[config.mk]
export PLATFORM = sky130hd
export DESIGN_NAME = gregorian_date_add_days_flat
export DESIGN_NICKNAME = d
export VERILOG_FILES = /design/src/hw/rtl/gda_pkg.sv /design/src/hw/rtl/gda_stream_if.sv /design/src/hw/rtl/gregorian_date_add_days.sv /design/src/flat_wrapper.sv
export SDC_FILE = /design/constraint.sdc
export NUM_CORES = 1
export LEC_CHECK = 0
export BUFFER_PORTS_ARGS = -buffer_cell sky130_fd_sc_hd__buf_2
export CELL_PAD_IN_SITES_DETAIL_PLACEMENT = 0
export CELL_PAD_IN_SITES_GLOBAL_PLACEMENT = 1
export CORE_ASPECT_RATIO = 1.4
export CORE_MARGIN = 2
export CORE_UTILIZATION = 51
export CTS_BUF_LIST = sky130_fd_sc_hd__clkbuf_4 sky130_fd_sc_hd__clkbuf_8
export CTS_CLUSTER_DIAMETER = 120
export DETAILED_ROUTE_END_ITERATION = 16
export PLACE_DENSITY_LB_ADDON = 0.1
export SYNTH_ARGS = -nofsm -noshare
export SYNTH_HDL_FRONTEND = slang
export SYNTH_SLANG_ARGS = --single-unit
[constraint.sdc]
create_clock -name clock -period 14.7 [get_ports clock]
set_clock_uncertainty 0.15 [all_clocks]
set_input_delay 3.675 -clock clock [delete_from_list [all_inputs] [get_ports clock]]
set_output_delay 3.675 -clock clock [all_outputs]
set_load 0.005 [all_outputs]
[src/hw/rtl/gda_pkg.sv]
// gda_pkg: payload types, calendar constants and month-length helpers
// for the gregorian date add-days block.
// Depends on nothing; used by gregorian_date_add_days.
package gda_pkg;

   localparam int YEAR_W     = 14;
   localparam int MONTH_W    = 4;
   localparam int DAY_IN_W   = 5;
   localparam int ADD_W      = 16;
   localparam int DAY_OUT_W  = 16;

   // internal widths: year may run past the output range, day sum needs a carry bit
   localparam int YEAR_WORK_W = YEAR_W + 1;
   localparam int DAY_WORK_W  = ADD_W + 1;
   localparam int REM_W       = 9;

   localparam int MONTHS_PER_YEAR = 12;
   localparam int LEAP_CYCLE      = 400;
   localparam int CENTURY         = 100;
   localparam int LEAP_STEP       = 4;
   localparam int FEB_COMMON      = 28;
   localparam int FEB_LEAP        = 29;

   localparam logic [YEAR_W-1:0]    YEAR_MAX    = '1;
   localparam logic [DAY_OUT_W-1:0] DAY_OUT_MAX = '1;

   typedef struct packed {
      logic [YEAR_W-1:0]   year_in;
      logic [MONTH_W-1:0]  month_in;
      logic [DAY_IN_W-1:0] day_in;
      logic [ADD_W-1:0]    add_days;
   } req_type;

   typedef struct packed {
      logic [YEAR_W-1:0]    year_out;
      logic [MONTH_W-1:0]   month_out;
      logic [DAY_OUT_W-1:0] day_out;
      logic                 overflow;
   } rsp_type;

   // leap test on the year remainder modulo 400
   function automatic logic is_leap(input logic [REM_W-1:0] rem);
      logic by4;
      logic by100;
      by4   = (rem % LEAP_STEP) == 0;
      by100 = (rem == REM_W'(CENTURY)) || (rem == REM_W'(2 * CENTURY))
              || (rem == REM_W'(3 * CENTURY));
      return (rem == '0) || (by4 && !by100);
   endfunction

   // length of a month 1..12; anything else reads as a long month
   function automatic logic [DAY_IN_W-1:0] month_days(input logic [MONTH_W-1:0] month,
                                                      input logic              leap);
      logic [DAY_IN_W-1:0] len;
      case (month)
         4'd2:    len = leap ? DAY_IN_W'(FEB_LEAP) : DAY_IN_W'(FEB_COMMON);
         4'd4:    len = 5'd30;
         4'd6:    len = 5'd30;
         4'd9:    len = 5'd30;
         4'd11:   len = 5'd30;
         default: len = 5'd31;
      endcase
      return len;
   endfunction

endpackage

[src/hw/rtl/gda_stream_if.sv]
// gda_stream_if: valid/ready channel carrying one payload word.
// Payload type is a parameter; used for both channels of the block.
interface gda_stream_if #(
   parameter type payload_type = logic
);
   logic        valid;
   logic        ready;
   payload_type data;

   modport source (output valid, output data, input ready);
   modport sink   (input valid, input data, output ready);
endinterface

[src/hw/rtl/gregorian_date_add_days.sv]
// gregorian_date_add_days: adds a day offset to a gregorian date and normalizes it.
// Depends on gda_pkg (types, month lengths) and gda_stream_if (channels).
//
//  channel    dir   modport  word
//  req_chan   in    sink     year_in, month_in, day_in, add_days
//  rsp_chan   out   source   year_out, month_out, day_out, overflow
//
// one word at a time: accept, reduce the year remainder modulo 400, step off whole
// months (up to about 2155) with a final fit test, then load the output register;
// a pass-through word goes from accept straight to the output load.
// all of it runs on one shared 17-bit subtractor under a four-state sequencer.
// reset (synchronous) empties the output register and returns to idle.
// a result held by a stalled sink delays only the final load; the next word
// is taken once the sequencer is back in idle.
module gregorian_date_add_days
   import gda_pkg::*;
(
   input logic             clock,
   input logic             reset,
   gda_stream_if.sink      req_chan,
   gda_stream_if.source    rsp_chan
);

   // sequencer codes
   localparam logic [1:0] ST_IDLE = 2'd0;   // waiting for a word
   localparam logic [1:0] ST_INIT = 2'd1;   // reduce year modulo 400
   localparam logic [1:0] ST_RUN  = 2'd2;   // step off whole months
   localparam logic [1:0] ST_DONE = 2'd3;   // hand result to output register

   logic [1:0]             state_ff, state_in;
   logic [YEAR_WORK_W-1:0] work_year_ff, work_year_in;
   logic [MONTH_W-1:0]     work_month_ff, work_month_in;
   logic [DAY_WORK_W-1:0]  work_day_ff, work_day_in;
   logic [YEAR_WORK_W-1:0] rem_ff, rem_in;       // year remainder, below 400 once in run
   logic                   rsp_valid_ff, rsp_valid_in;
   rsp_type                rsp_data_ff, rsp_data_in;

   // shared subtractor: remainder minus 400 in init, day minus month length in run
   logic [DAY_WORK_W-1:0]  sub_a, sub_b;
   logic [DAY_WORK_W:0]    sub_diff;
   logic                   sub_borrow;
   logic                   sub_zero;

   logic [DAY_IN_W-1:0]    cur_len;
   logic                   req_take;
   logic                   out_free;
   logic                   pass_thru;
   logic [DAY_WORK_W-1:0]  start_sum;
   logic [YEAR_WORK_W-1:0] start_year;
   logic [MONTH_W-1:0]     start_month;

   assign req_chan.ready = (state_ff == ST_IDLE);
   assign req_take       = req_chan.valid && req_chan.ready;
   assign out_free       = !rsp_valid_ff || rsp_chan.ready;

   assign cur_len = month_days(work_month_ff, is_leap(rem_ff[REM_W-1:0]));

   always_comb begin
      if (state_ff == ST_INIT) begin
         sub_a = DAY_WORK_W'(rem_ff);
         sub_b = DAY_WORK_W'(LEAP_CYCLE);
      end else begin
         sub_a = work_day_ff;
         sub_b = DAY_WORK_W'(cur_len);
      end
   end

   assign sub_diff   = {1'b0, sub_a} - {1'b0, sub_b};
   assign sub_borrow = sub_diff[DAY_WORK_W];
   assign sub_zero   = (sub_diff == '0);

   // input decode: day sum, pass-through test, month above twelve folded into the year
   assign start_sum = DAY_WORK_W'(req_chan.data.day_in) + DAY_WORK_W'(req_chan.data.add_days);
   assign pass_thru = (req_chan.data.month_in == '0) || (start_sum == '0);

   always_comb begin
      if (req_chan.data.month_in > MONTH_W'(MONTHS_PER_YEAR) && !pass_thru) begin
         start_month = req_chan.data.month_in - MONTH_W'(MONTHS_PER_YEAR);
         start_year  = YEAR_WORK_W'(req_chan.data.year_in) + 1'b1;
      end else begin
         start_month = req_chan.data.month_in;
         start_year  = YEAR_WORK_W'(req_chan.data.year_in);
      end
   end

   always_comb begin
      state_in      = state_ff;
      work_year_in  = work_year_ff;
      work_month_in = work_month_ff;
      work_day_in   = work_day_ff;
      rem_in        = rem_ff;
      rsp_valid_in  = rsp_valid_ff && !rsp_chan.ready;
      rsp_data_in   = rsp_data_ff;

      case (state_ff)
         ST_IDLE: begin
            if (req_take) begin
               work_year_in  = start_year;
               work_month_in = start_month;
               work_day_in   = start_sum;
               rem_in        = start_year;
               state_in      = pass_thru ? ST_DONE : ST_INIT;
            end
         end
         ST_INIT: begin
            // remainder modulo 400, one subtraction a cycle
            if (sub_borrow) begin
               state_in = ST_RUN;
            end else begin
               rem_in = sub_diff[YEAR_WORK_W-1:0];
            end
         end
         ST_RUN: begin
            // day fits its month when day - len is negative or zero
            if (sub_borrow || sub_zero) begin
               state_in = ST_DONE;
            end else begin
               work_day_in = sub_diff[DAY_WORK_W-1:0];
               if (work_month_ff == MONTH_W'(MONTHS_PER_YEAR)) begin
                  work_month_in = MONTH_W'(1);
                  work_year_in  = work_year_ff + 1'b1;
                  rem_in        = (rem_ff == YEAR_WORK_W'(LEAP_CYCLE - 1)) ? '0
                                                                           : rem_ff + 1'b1;
               end else begin
                  work_month_in = work_month_ff + 1'b1;
               end
            end
         end
         ST_DONE: begin
            if (out_free) begin
               rsp_valid_in          = 1'b1;
               rsp_data_in.year_out  = work_year_ff[YEAR_WORK_W-1] ? YEAR_MAX
                                                                   : work_year_ff[YEAR_W-1:0];
               rsp_data_in.overflow  = work_year_ff[YEAR_WORK_W-1];
               rsp_data_in.month_out = work_month_ff;
               rsp_data_in.day_out   = work_day_ff[DAY_WORK_W-1] ? DAY_OUT_MAX
                                                                 : work_day_ff[DAY_OUT_W-1:0];
               state_in              = ST_IDLE;
            end
         end
         default: begin
            state_in = ST_IDLE;
         end
      endcase
   end

   always_ff @(posedge clock) begin
      if (reset) begin
         state_ff     <= ST_IDLE;
         rsp_valid_ff <= 1'b0;
      end else begin
         state_ff     <= state_in;
         rsp_valid_ff <= rsp_valid_in;
      end
   end

   // payload registers, no reset needed
   always_ff @(posedge clock) begin
      work_year_ff  <= work_year_in;
      work_month_ff <= work_month_in;
      work_day_ff   <= work_day_in;
      rem_ff        <= rem_in;
      rsp_data_ff   <= rsp_data_in;
   end

   assign rsp_chan.valid = rsp_valid_ff;
   assign rsp_chan.data  = rsp_data_ff;

`ifndef NO_ASSERTIONS
   // month stays a real month while stepping
   a_run_month: assert property (@(posedge clock) disable iff (reset)
      (state_ff == ST_RUN) |->
         (work_month_ff != '0 && work_month_ff <= MONTH_W'(MONTHS_PER_YEAR)))
      else $error("month out of range while stepping");

   // remainder is fully reduced once stepping starts
   a_run_rem: assert property (@(posedge clock) disable iff (reset)
      (state_ff == ST_RUN) |-> (rem_ff < YEAR_WORK_W'(LEAP_CYCLE)))
      else $error("year remainder not reduced");

   // a new result only ever comes out of the done state
   a_load_src: assert property (@(posedge clock) disable iff (reset)
      $rose(rsp_valid_ff) |-> ($past(state_ff) == ST_DONE))
      else $error("result loaded outside done state");

   // a saturated year always reads as the maximum
   a_ovf_sat: assert property (@(posedge clock) disable iff (reset)
      (rsp_valid_ff && rsp_data_ff.overflow) |-> (rsp_data_ff.year_out == YEAR_MAX))
      else $error("overflow without saturated year");
`endif

endmodule

[src/flat_wrapper.sv]
// flat-port wrapper written by rule: the top's interface ports become plain ports
module gregorian_date_add_days_flat import gda_pkg::*;
  (clock, reset, req_chan_valid, req_chan_data, req_chan_ready, rsp_chan_valid, rsp_chan_data, rsp_chan_ready);
  gda_stream_if #(.payload_type(req_type)) req_chan_i ();
  gda_stream_if #(.payload_type(rsp_type)) rsp_chan_i ();
  input logic clock;
  input logic reset;
  input wire logic [$bits(req_chan_i.valid)-1:0] req_chan_valid;
  input wire logic [$bits(req_chan_i.data)-1:0] req_chan_data;
  output wire logic [$bits(req_chan_i.ready)-1:0] req_chan_ready;
  output wire logic [$bits(rsp_chan_i.valid)-1:0] rsp_chan_valid;
  output wire logic [$bits(rsp_chan_i.data)-1:0] rsp_chan_data;
  input wire logic [$bits(rsp_chan_i.ready)-1:0] rsp_chan_ready;
  assign req_chan_i.valid = req_chan_valid;
  assign req_chan_i.data = req_chan_data;
  assign req_chan_ready = req_chan_i.ready;
  assign rsp_chan_valid = rsp_chan_i.valid;
  assign rsp_chan_data = rsp_chan_i.data;
  assign rsp_chan_i.ready = rsp_chan_ready;
  gregorian_date_add_days u_core (.clock(clock), .reset(reset), .req_chan(req_chan_i), .rsp_chan(rsp_chan_i));
endmodule
Word-level counts from Yosys, hierarchy flattened:

Index checks and enable logic that the tools add are counted.

* magnitude comparators: 1
* $add $sub $neg: 7
* muxes and demuxes: 30
* equal/unequal tests: 20
* reduce and logical (&&, ||, !) cells: 28

Operator list (number)
* 15-bit two-way mux: 8
* 17-bit two-way mux: 3
* 15-bit case mux with 3 select lines: 1
* 17-bit case mux with 2 select lines: 1
* 32-bit zero test: 1
* 15-bit by 1-bit adder with 15-bit output, second input constant: 2
* 15-bit case mux with 2 select lines: 1
* 18-bit zero test: 1
* 17-bit by 9-bit subtractor with 18-bit output: 1
* 5-bit by 16-bit adder with 17-bit output: 1
* 17-bit zero test: 1
* 4-bit two-way mux: 4
* 14-bit by 1-bit adder with 15-bit output, second input constant: 1
* 15-bit by 9-bit == test with 1-bit output, second input constant: 1
* 4-bit == test, second input constant: 3
* 2-bit two-way mux: 5
* 5-bit case mux with 2 select lines: 1
* 9-bit by 7-bit == test with 1-bit output, second input constant: 1
* 9-bit by 8-bit == test with 1-bit output, second input constant: 1
* 9-bit == test, second input constant: 1
* 9-bit zero test: 1
* 9-bit two-way mux: 1
* 4-bit by 3-bit == test with 1-bit output, second input constant: 2
* 2-bit by 1-bit != test with 1-bit output, second input constant: 4
* other kinds (22): 39

* flip-flop bits (word level): 89
* logic and storage cells: 96

Longest topological paths before layout:

Gate-level depths: netlist of the first run.

* depth in word-level cells: 14
* mapped depth: 19
* mapped depth without buffers: 17

Least setup slack after synthesis of the first run:

Ideal clock, no wire load.

* kind: reg2reg
* start: reg u_core.state_ff[1]
* end: reg u_core.rem_ff[0] (enable)
* setup slack: 7659 ps
* buffers on the path: 5
* arrival time: 6421 ps
* stages on the path, launching flop included: 18
* path through: dfxtp_1 inv_1 ha_1 buf_6 buf_2 buf_1 clkbuf_1 clkbuf_1 mux2i_1 ha_1 fa_1 a22oi_1 o22ai_1 nand4_1 or3b_2 nand4_1 o41ai_2 a2111oi_0

* cells in the longest elaborated chain, start to end: 7
* elaborated cells on any way between the ends: 15
* those cells by class: add/sub (1); eq/ne (6); mux (2); reduce/logical (6)

RTL lines
* start, declared: RTL line gregorian_date_add_days.sv:30 `logic [1:0] state_ff, state_in;`
* start signal, assigned: RTL line gregorian_date_add_days.sv:152 `state_ff <= state_in;`
* 2-bit by 1-bit == test with 1-bit output: RTL line gregorian_date_add_days.sv:59, gregorian_date_add_days.sv:95
* 17-bit two-way mux or 9-bit two-way mux (tied branches): RTL line gregorian_date_add_days.sv:59 `if (state_ff == ST_INIT) begin`
* 17-bit by 9-bit subtractor with 18-bit output: RTL line gregorian_date_add_days.sv:68 `assign sub_diff = {1'b0, sub_a} - {1'b0, sub_b};`
* 18-bit zero test: RTL line gregorian_date_add_days.sv:70 `assign sub_zero = (sub_diff == '0);`
* 1-bit logical OR: RTL line gregorian_date_add_days.sv:115 `if (sub_borrow || sub_zero) begin`
* 2-bit != test (no line)
* 5-bit AND reduction (no line) *
* end signal, assigned: RTL line gregorian_date_add_days.sv:162 `rem_ff <= rem_in;`
* end, declared: RTL line gregorian_date_add_days.sv:34 `logic [YEAR_WORK_W-1:0] rem_ff, rem_in;`

Every way passes the cells marked *; elsewhere a longest branch is shown, timed or not.
A chain may end at the register's enable or synchronous reset.

Worst setup path after layout of the first run:

* start: in req_chan_data[0]
* end: reg u_core.rem_ff[9], data pin

* cells in the longest elaborated chain, start to end: 8

RTL lines
* start, declared: RTL line flat_wrapper.sv:9 `input wire logic [$bits(req_chan_i.data)-1:0] req_chan_data;`
* 5-bit by 16-bit adder with 17-bit output: RTL line gregorian_date_add_days.sv:73 `assign start_sum = DAY_WORK_W'(req_chan.data.day_in) + DAY_WORK_W'(req_chan.data.add_days);`
* 17-bit zero test: RTL line gregorian_date_add_days.sv:74 `assign pass_thru = (req_chan.data.month_in == '0) || (start_sum == '0);`
* 1-bit logical OR: RTL line gregorian_date_add_days.sv:74
* 1-bit zero test: RTL line gregorian_date_add_days.sv:77 `if (req_chan.data.month_in > MONTH_W'(MONTHS_PER_YEAR) && !pass_thru) begin`
* 1-bit logical AND: RTL line gregorian_date_add_days.sv:77
* 15-bit two-way mux: RTL line gregorian_date_add_days.sv:77
* 15-bit two-way mux: RTL line gregorian_date_add_days.sv:97 `if (req_take) begin`
* 15-bit case mux with 3 select lines: RTL line gregorian_date_add_days.sv:95 `case (state_ff)`
* named net u_core.rem_in[9]: RTL line gregorian_date_add_days.sv:34

The timed path passes the listed nets, and every way through them passes these cells. The select of a mux whose other input is x is not followed.

==> impl_metrics.tcl, run 1 <==
set metrics [dict create \
    fill_cells 1134 \
    clock.fmax_ghz 0.1550 \
    timing.rr.end "u_core.work_year_ff[9]" \
    syn2layout_area_growth_pct 10.80 \
    cts_resized 0 \
    totalNegativeSetupSlack_ps 0 \
    synth-async-reset-ratio 0 \
    fp.dieW_um 98.48 \
    drv_slew 0 \
    path_clk_slew_ps 90 \
    worstSetupStartpoint "req_chan_data[0]" \
    syn_nets 722 \
    grt_pass1_wl_mm 27.29 \
    layout_common_cells "86 x edfxtp_1, 79 x buf_2, 55 x nor2_1, 44 x nand2_1, 40 x o21ai_0" \
    clkLatencyLatePin_ps 380 \
    clockBufferDepth 2 \
    syn_inst 656 \
    drive_gt1_frac 0.2303 \
    pin_count 80 \
    worst_slew_pin_slew_ps 1039 \
    synth.avg_cell_area_sq_um 9.716 \
    fin_ws_ps 8247 \
    synth-seq-cells 89 \
    setup_violations 0 \
    core_sq_mm 0.01225 \
    drt_wl_total_mm 17.19 \
    grt_start_max_net_pins 57 \
    hold_violations 0 \
    die_y_um 136.3 \
    pre_cts_ws_ps 7856 \
    drv_cap 0 \
    drc 0 \
    critPathRequiredTime_ps 14680 \
    postRouteAntennaNets 0 \
    fp-row-count 48 \
    first_pass_iters 5 \
    antenna_found_initial 0 \
    rsz0062_at_grt "no" \
    critPathCaptureType "flip-flop" \
    dieArea_sq_mm 0.01342 \
    num_vias 5313 \
    cts-buffers-inserted 9 \
    layout_commonest_cell "edfxtp_1" \
    yosysTopAreaCellShare 0.4052 \
    worstPathArrival_ps 6430 \
    reg2reg_depth 15 \
    start_kind "input port" \
    synth_edf_count 86 \
    hold_depth 1 \
    power_w 0.001532 \
    n_antenna_cell 0 \
    critPathKind "input port to flip-flop" \
    first_global_vias 5292 \
    syn_area_sq_mm 0.006374 \
    port_buffers 79 \
    nets 786 \
    yosysWarnings 0 \
    p_leak_nw 2.586 \
    gp_congestion 0.8954 \
    r2r_slack_ps 8720 \
    netlist_top_cells_area "edfxtp_1 41%, xnor2_1 4.4%, ha_1 4.1%" \
    hold_path_end "u_core.state_ff[0]" \
    overflow 0 \
    cts_setup_buffers 0 \
    wl_per_cell_um 19.65 \
    r2r_start "u_core.rem_ff[4]" \
    root_buffer "clkbuf_8" \
    hpwl_mm 12.86 \
    hold_start "u_core.state_ff[0]" \
    ff_latch_area_sq_mm 0.002643 \
    ys_types 74 \
    multi_input_area_sq_mm 0.003535 \
    status "complete, no violations" \
    drtIter0Drc 351 \
    cts_tree "done" \
    ir_drop_mv 0.2085 \
    synth-seq-area-share 0.4146 \
    synth-main-ff-cell "edfxtp_1" \
    cts_hold_buf 0 \
    powerDensity_mw_per_mm2 217.0 \
    hold_path_class "flip-flop to flip-flop" \
    clkSinkCount 89 \
    worstPathMaxFanout 17 \
    grtUsageTotal 0.2594 \
    fin_crit_ps 6453 \
    vias_per_cell 6.072 \
    h-tree-depth 3 \
    max_slew_margin 0.3059 \
    period_share 0.4390 \
    yosysTopAreaCell "edfxtp_1" \
    initial_core_util 0.5202 \
]
-- stage by stage --
step | hold WS (ps) | utilization | std cells | area (sq um)
floorplan | 346.8 | - | 656 | 6374
global placement | 377.7 | 0.5622 | 859 | 6888
detailed placement | 379.2 | 0.5622 | 859 | 6888
CTS | 401.2 | 0.5764 | 875 | 7062
global route | 428.4 | 0.5764 | 875 | 7062
finish | 402.0 | 0.5764 | 875 | 7062
-- sequential cells by signal, summed over array words and instances (netlist names) --
register,count
u_core.rem_ff,15
u_core.rsp_chan.data,35
u_core.rsp_chan.valid,1
u_core.state_ff,2
u_core.work_day_ff,17
u_core.work_month_ff,4
u_core.work_year_ff,15
-- worst max-delay path by stage --
stage | endpoint | cells after the start
detailed placement | u_core.work_year_ff[9] | 14
finish | u_core.rem_ff[9] | 14
CTS | u_core.rem_ff[9] | 14
global route | u_core.rem_ff[7] | 14
global placement | u_core.rem_ff[10] | 12
floorplan | u_core.rem_ff[0] | 17
-- power breakdown --
group / leakage, nW / total [W] / switching, W / internal [W]
clock network: 0.0877 / 0.000162 / 0.0000978 / 0.0000638
registers: 0.838 / 0.000580 / 0.000140 / 0.000440
logic: 1.66 / 0.000791 / 0.000480 / 0.000311
total: 2.59 / 0.00153 / 0.000717 / 0.000815
-- cells in the mapped netlist, types with 7 or more instances --
master	n
mux2_2	9
nor3_1	18
a221oi_1	9
edfxtp_1	86
o21ai_0	40
ha_1	21
o22ai_1	9
nand3_1	16
mux2i_1	24
nand2_1	44
or2_2	34
inv_1	22
a211oi_1	7
nor2b_1	9
and2_1	8
xnor2_1	32
xor2_1	26
nor4_1	9
clkbuf_1	25
and3_1	13
a21oi_1	33
nor2_1	55
nand4_1	8
-- routing by layer --
layer	share of wire	wire [um]	global-route usage	vias to the layer above
li1	-	-	-	2567
met1	0.39	6754	0.2899	2557
met2	0.54	9304	0.4887	158
met3	0.039	670	0.03599	31
met4	0.027	463	0.1088	0
met5	0	0	0	-
-- logic make-up after synthesis --
logic type | Yosys count | synth area share
AOI/OAI and AO/OA | 151 | 0.1627
xor gates and xnor gates | 58 | 0.07970
adders and majority gates | 23 | 0.04751
buffers and inverters | 54 | 0.03455
DFF | 89 | 0.4146
muxes | 34 | 0.05536
and+or+nand+nor | 247 | 0.2055
-- final cells by class --
cell class                 instances  area share
inverter                          22     0.01169
clock buffer                      10     0.01860
multi-input combinational        513      0.5005
tap                              150     0.02658
clock inverter                     6    0.006024
sequential                        89      0.3742
timing repair buffer              85     0.06237
-- worst max-delay path: stages --
cell,delay (ps)
buf_2,100
ha_1,200
inv_1,70
fa_1,200
nor2b_1,70
o221a_2,290
o21ai_0,370
mux2i_1,240
nand4b_1,150
o31ai_2,210
buf_4,310
nor3_1,120
xnor2_1,150
mux2_2,270
Note: power is estimated with default switching activity, not from simulation.
==> run 2: changes to the inputs <==
Settings changed: ABC_AREA from default to 1, CORE_UTILIZATION 51 to 44.
Clock period 14.7 ns to 6.7 ns, I/O delays scaled along.
==> run 2 against run 1 <==
Net effect: synthesized area grew 2.8%; die area rose by 18%; largest power group unchanged; register-to-register slack got worse by 6900 ps; sequential share of layout area decreased by 1.1 points; global-route usage is 3.2 points lower; sequential power grew 93%; via count increased by 10%; sequential cell count unchanged; first-iteration DRC count down 28%; cell area is 3.0% higher; non-clock buffer count decreased by 3; worst hold slack got worse by 43 ps.
==> impl_metrics.tcl, run 2 <==
set metrics [dict create \
    synthMostInstantiatedCell "nand2_1" \
    hold_start "u_core.work_month_ff[3]" \
    hold_violations 0 \
    totalNegativeSetupSlack_ps 0 \
    synthAdderAreaFrac 0.04623 \
    final_cell_count_no_fill 1149 \
    fin_area_sq_mm 0.007276 \
    pin_count 80 \
    cts_tree "done" \
    r2r_start "u_core.rem_ff[8]" \
    first_global_vias 5925 \
    cts-buffers-inserted 9 \
    yosysWarnings 0 \
    num_vias 5863 \
    period_share 0.7231 \
    root_buffer "clkbuf_8" \
    cts_resized 0 \
    core_sq_mm 0.01451 \
    wl_per_cell_um 15.32 \
    hold_path_class "flip-flop to flip-flop" \
    synth_top_family_by_area "simple AND/OR/NAND/NOR gates" \
    postRouteAntennaNets 0 \
    syn_inst 885 \
    synth-seq-cells 89 \
    synth-compound-area-share 0.07698 \
    worst_slew_pin_slew_ps 1199 \
    path_clk_slew_ps 110 \
    fp.dieW_um 107.1 \
    critPathKind "flip-flop to flip-flop" \
    clkSinkCount 89 \
    clkLatencyLatePin_ps 380 \
    drt_wl_total_mm 17.60 \
    grt_start_max_net_pins 40 \
    rsz0062_at_grt "no" \
    power_frac_seq 0.358 \
    ys_types 47 \
    drv_cap 0 \
    hpwl_mm 13.88 \
    powerDensity_mw_per_mm2 429.8 \
    yosysTopAreaCell "edfxtp_1" \
    clockBufferDepth 2 \
    yosysTopAreaCellShare 0.3943 \
    port_buffers 79 \
    synth_xor_area_frac 0.04947 \
    hold_ws_ps 359.1 \
    cts_hold_buf 0 \
    initial_core_util 0.4514 \
    start_kind "flip-flop" \
    dp.cells 1133 \
    layout_common_cells "293 x nand2_1, 122 x inv_1, 86 x edfxtp_1, 79 x buf_2, 69 x nand3_1" \
    n_antenna_cell 0 \
    fill_cells 1485 \
    critPathCaptureType "flip-flop" \
    drtIter0Drc 252 \
    antenna_found_initial 0 \
    power_w 0.003127 \
    clock.fmax_ghz 0.2064 \
    gp_congestion 0.9106 \
    worstPathArrival_ps 4680 \
    drc 0 \
    first_pass_iters 4 \
    worstSetupStartpoint "u_core.rem_ff[8]" \
    p_sw_w 0.001534 \
    synth-main-ff-cell "edfxtp_1" \
    p_int_w 0.001593 \
    grtUsageTotal 0.2275 \
    vias_per_cell 5.103 \
    drive_gt1_frac 0.1458 \
    die_y_um 148.4 \
    nets 1021 \
    synth.avg_cell_area_sq_um 7.401 \
    placed_area_sq_mm 0.007071 \
    status "complete, no violations" \
    syn_area_sq_mm 0.006550 \
    synth.area.mux_share 0.001528 \
    fin_crit_ps 4845 \
    synth_common_cells "293 x nand2_1, 122 x inv_1, 86 x edfxtp_1" \
    max_slew_margin 0.1978 \
    synth-seq-area-share 0.4034 \
    synth-async-reset-ratio 0 \
    clkPwrFrac 0.124 \
    largest_reg_flops 35 \
    ir_drop_mv 0.1915 \
    setup_violations 0 \
    critPathRequiredTime_ps 6540 \
    p_leak_nw 3.421 \
    layout_commonest_cell "nand2_1" \
    syn_nets 951 \
    synth_edf_count 86 \
    h-tree-depth 3 \
    combPwrFrac 0.518 \
    cts_setup_buffers 0 \
    syn2layout_area_growth_pct 11.08 \
    overflow 0 \
    synthSimpleGateAreaFrac 0.3278 \
    grt_pass1_wl_mm 28.40 \
    drv_slew 0 \
    netlist_top_cells_area "edfxtp_1 39%, nand2_1 17%, inv_1 7.0%" \
    power_switching_share 0.4906 \
    fp-row-count 52 \
    dieArea_sq_mm 0.01589 \
    worstPathMaxFanout 15 \
]
## run 2: kinds of logic (layout without fill, tap and decap cells)
group           after synthesis  in the layout
simple gates                498            498
buf+inv                     147            222
compound gates               90             90
flops                        89             89
xor+xnor                     37             37
fa+ha+maj                    23             23
mux                           1              1
## run 2: path summary, 6_finish.rpt
check / to / slack [ps] / depth (start not counted)
max: u_core.work_year_ff[0] / 1850 / 22
min: u_core.rsp_chan.data[20] / 360 / 0
max reg2reg: u_core.work_year_ff[0] / 1850 / 22
min reg2reg: u_core.rsp_chan.data[20] / 360 / 0
## run 2: final cells by class
| cell class | count | area [sq um] | share of cell area |
|---|---|---|---|
| clock buffers | 9 | 123.9 | 0.01702 |
| clock inverters | 7 | 81.33 | 0.01118 |
| inverters | 124 | 465.4 | 0.06397 |
| multi-input cells | 649 | 3308 | 0.4547 |
| flip-flops and latches | 89 | 2643 | 0.3632 |
| well taps | 189 | 236.5 | 0.03250 |
| repair buffers | 82 | 417.9 | 0.05744 |
## run 2: layer usage
layer,up-vias,share of wire,global-route usage
met5,-,0,0
met4,0,0.044,0.1136
met3,43,0.037,0.02629
met2,131,0.52,0.4288
met1,2680,0.40,0.2467
li1,3009,-,-
## run 2: worst max-delay path, cell delays in order, from the launching register on
cell	delay (ps)
edfxtp_1	500
nor2_1	170
nand3_1	90
or3_1	320
a31oi_1	150
nor3_1	60
ha_1	230
fa_1	420
inv_1	90
nand3_1	90
o21ai_0	330
nand2_1	130
nand2_1	120
nand2_1	80
nand3_1	100
nand2_1	60
nand2_1	60
nor2_1	40
nand2_1	110
nand2_1	90
nand2_1	80
nand2_1	80
nor2_1	900
## run 2: per-stage QoR
| step | setup slack (ps) | utilization |
|---|---|---|
| 4_1_cts | 1884 | 0.5015 |
| 2_1_floorplan | 2154 | - |
| 3_5_place_dp | 1899 | 0.4873 |
| 3_3_place_gp | 2001 | 0.4873 |
| 6_report | 1855 | 0.5015 |
| 5_1_grt | 1397 | 0.5015 |
## run 2: power groups by stage
stage               registers [W]  clock network [W]  logic [W]
finish                    0.00112           0.000387    0.00162
global route              0.00115           0.000413    0.00185
CTS                       0.00112           0.000391    0.00162
detailed placement        0.00113                  0    0.00161
global placement          0.00112                  0    0.00159
floorplan                 0.00107                  0    0.00120
==> run 3: changes to the inputs <==
Settings changed: ABC_AREA 1 to 0, CORE_UTILIZATION 44 to 47.
Clock period 6.7 ns to 4.7 ns, I/O delays scaled along.
==> run 3 against run 2 <==
Net effect: via count decreased by 7.1%; clock power increased by 41%; cell area increased by 2.1%; global-route usage increased by 1.7 points; sequential power increased by 54%; routed wire length decreased by 0.95%; total power increased by 65%; die area decreased by 8.6%; critical endpoint is now u_core.work_year_ff[13]; largest power group unchanged.
==> impl_metrics.tcl, run 3 (synthesis gave the netlist of run 1 again) <==
set metrics [dict create \
    overflow 0 \
    power_switching_share 0.4521 \
    wl_met3_um 690 \
    max_stage_delay_ps 420 \
    hold_violations 0 \
    critPathKind "flip-flop to flip-flop" \
    dieArea_sq_mm 0.01452 \
    n_antenna_cell 0 \
    clockBufferDepth 2 \
    setup_violations 0 \
    p_leak_nw 2.749 \
    grt_start_max_net_pins 49 \
    fin_area_sq_mm 0.007432 \
    period_share 0.9585 \
    grt_pass1_wl_mm 27.21 \
    postRouteAntennaNets 0 \
    drtIter0Drc 379 \
    critPathCaptureType "flip-flop" \
    max_slew_margin 0.2930 \
    core_sq_mm 0.01333 \
    critPathRequiredTime_ps 4670 \
    p_int_w 0.002826 \
    status "complete, no violations" \
    drv_slew 0 \
    crit_chain "or3b_4 -> o41ai_2 -> o21ai_1 -> nand3b_1 -> a21oi_1 -> ha_2 -> fa_2 -> nor3b_2 -> o2bb2ai_1 -> xor2_1 -> a221o_1 -> a211oi_2 -> nand4_1 -> o41ai_4 -> buf_4 -> a211oi_4 -> and2_4" \
    worst_slew_pin_slew_ps 1058 \
    num_vias 5447 \
    first_pass_iters 5 \
    largest_reg_flops 35 \
    port_buffers 79 \
    wl_met1_mm 6.943 \
    start_kind "flip-flop" \
    crit_family "compound AO/OA/AOI/OAI gates" \
    initial_core_util 0.4783 \
    worstPathMaxFanout 15 \
    root_buffer "clkbuf_8" \
    power_frac_seq 0.336 \
    crit_buf_inv 1 \
    cp_slowest_cell "fa_2" \
    cts-buffers-inserted 9 \
    clkSinkCount 89 \
    fin_crit_ps 4505 \
    powerDensity_mw_per_mm2 694.1 \
    die_y_um 141.8 \
    vias_per_cell 5.876 \
    h-tree-depth 3 \
    wl_per_cell_um 18.81 \
    placed_area_sq_mm 0.007187 \
    antenna_found_initial 0 \
    syn2layout_area_growth_pct 16.61 \
    cts_tree "done" \
    pre_cts_ws_ps -7.125 \
    gp_congestion 0.9234 \
    path_clk_slew_ps 90 \
    fp-row-count 50 \
    cts_hold_buf 0 \
    worstPathArrival_ps 4480 \
    hold_path_class "flip-flop to flip-flop" \
    layout_common_cells "86 x edfxtp_1, 79 x buf_2, 55 x nor2_1, 43 x nand2_1, 38 x o21ai_0" \
    fin_ws_ps 195.2 \
    first_global_vias 5341 \
    nets 806 \
    fp.dieW_um 102.4 \
    drc 0 \
    clkLatencyLatePin_ps 380 \
    layout_commonest_cell "edfxtp_1" \
    ir_drop_mv 0.3555 \
    top_layer_used "met4" \
    wl_met2_mm 9.052 \
    fill_cells 1213 \
    hpwl_mm 13.18 \
    drt_wl_total_mm 17.43 \
    pin_count 80 \
    p_sw_w 0.002332 \
    clock.fmax_ghz 0.2220 \
    drv_cap 0 \
    combPwrFrac 0.558 \
    grtUsageTotal 0.2442 \
    drive_gt1_frac 0.2725 \
    clkPwrFrac 0.106 \
]
[run 3: cell types whose count changed in the layout (fill, tap and decap cells not counted), sizes merged, moves of 10 or more]
cell   before  now
a21oi      18   33
mux2        0   10
nand2     310   44
buf        82  105
xnor2       9   32
nand3      69   17
and3        1   13
or2        10   36
mux2i       1   24
o21ai      56   40
inv       127   23
nor2       71   55
[run 3: through the flow]
stage	hold slack, ps	TNS, ps	instances	power, W	utilization
2_1_floorplan	347.6	-822.8	656	0.003702	-
3_3_place_gp	364.0	0	907	0.004510	0.5393
3_5_place_dp	377.0	-110.2	907	0.004536	0.5393
4_1_cts	392.2	0	923	0.005106	0.5543
5_1_grt	411.6	-101.1	927	0.005521	0.5577
6_report	394.1	0	927	0.005159	0.5577
[run 3: routing by layer]
layer,GRT usage,vias to the layer above
li1,-,2620
met1,0.2853,2610
met2,0.4262,175
met3,0.04089,42
met4,0.1179,0
met5,0,-
[run 3: area by class of cell]
| cell class | count | area, sq um | share of cell area |
|---|---|---|---|
| Sequential cell | 89 | 2645 | 0.3559 |
| Inverter | 22 | 82.58 | 0.01111 |
| Tap cell | 182 | 227.7 | 0.03064 |
| Clock buffer | 10 | 131.4 | 0.01768 |
| Clock inverter | 6 | 67.56 | 0.009091 |
| Timing Repair Buffer | 105 | 619.3 | 0.08333 |
| Multi-Input combinational cell | 513 | 3659 | 0.4923 |
[run 3: path summary, 6_finish.rpt]
path / cells past startpoint / slack [ps] / from / endpoint
worst min-delay path: 0 / 390 / u_core.work_month_ff[1] / u_core.rsp_chan.data[18]
worst max register to register: 17 / 200 / u_core.rem_ff[5] / u_core.work_year_ff[13]
worst min register to register: 0 / 390 / u_core.work_month_ff[1] / u_core.rsp_chan.data[18]
worst max-delay path: 17 / 200 / u_core.rem_ff[5] / u_core.work_year_ff[13]
[run 3: repair_timing]
action / CTS / global route
endpoints found under the setup margin: 52 / 52
pin swaps: 1 / 6
setup buffers: 0 / 4
resized for setup: 0 / 6
[run 3: power groups by stage]
| stage | sequential, W | combinational [W] | clock (W) |
|---|---|---|---|
| floorplan | 0.00159 | 0.00211 | 0 |
| global placement | 0.00173 | 0.00278 | 0 |
| detailed placement | 0.00174 | 0.00279 | 0 |
| CTS | 0.00173 | 0.00281 | 0.000565 |
| global route | 0.00177 | 0.00316 | 0.000588 |
| finish | 0.00173 | 0.00288 | 0.000547 |
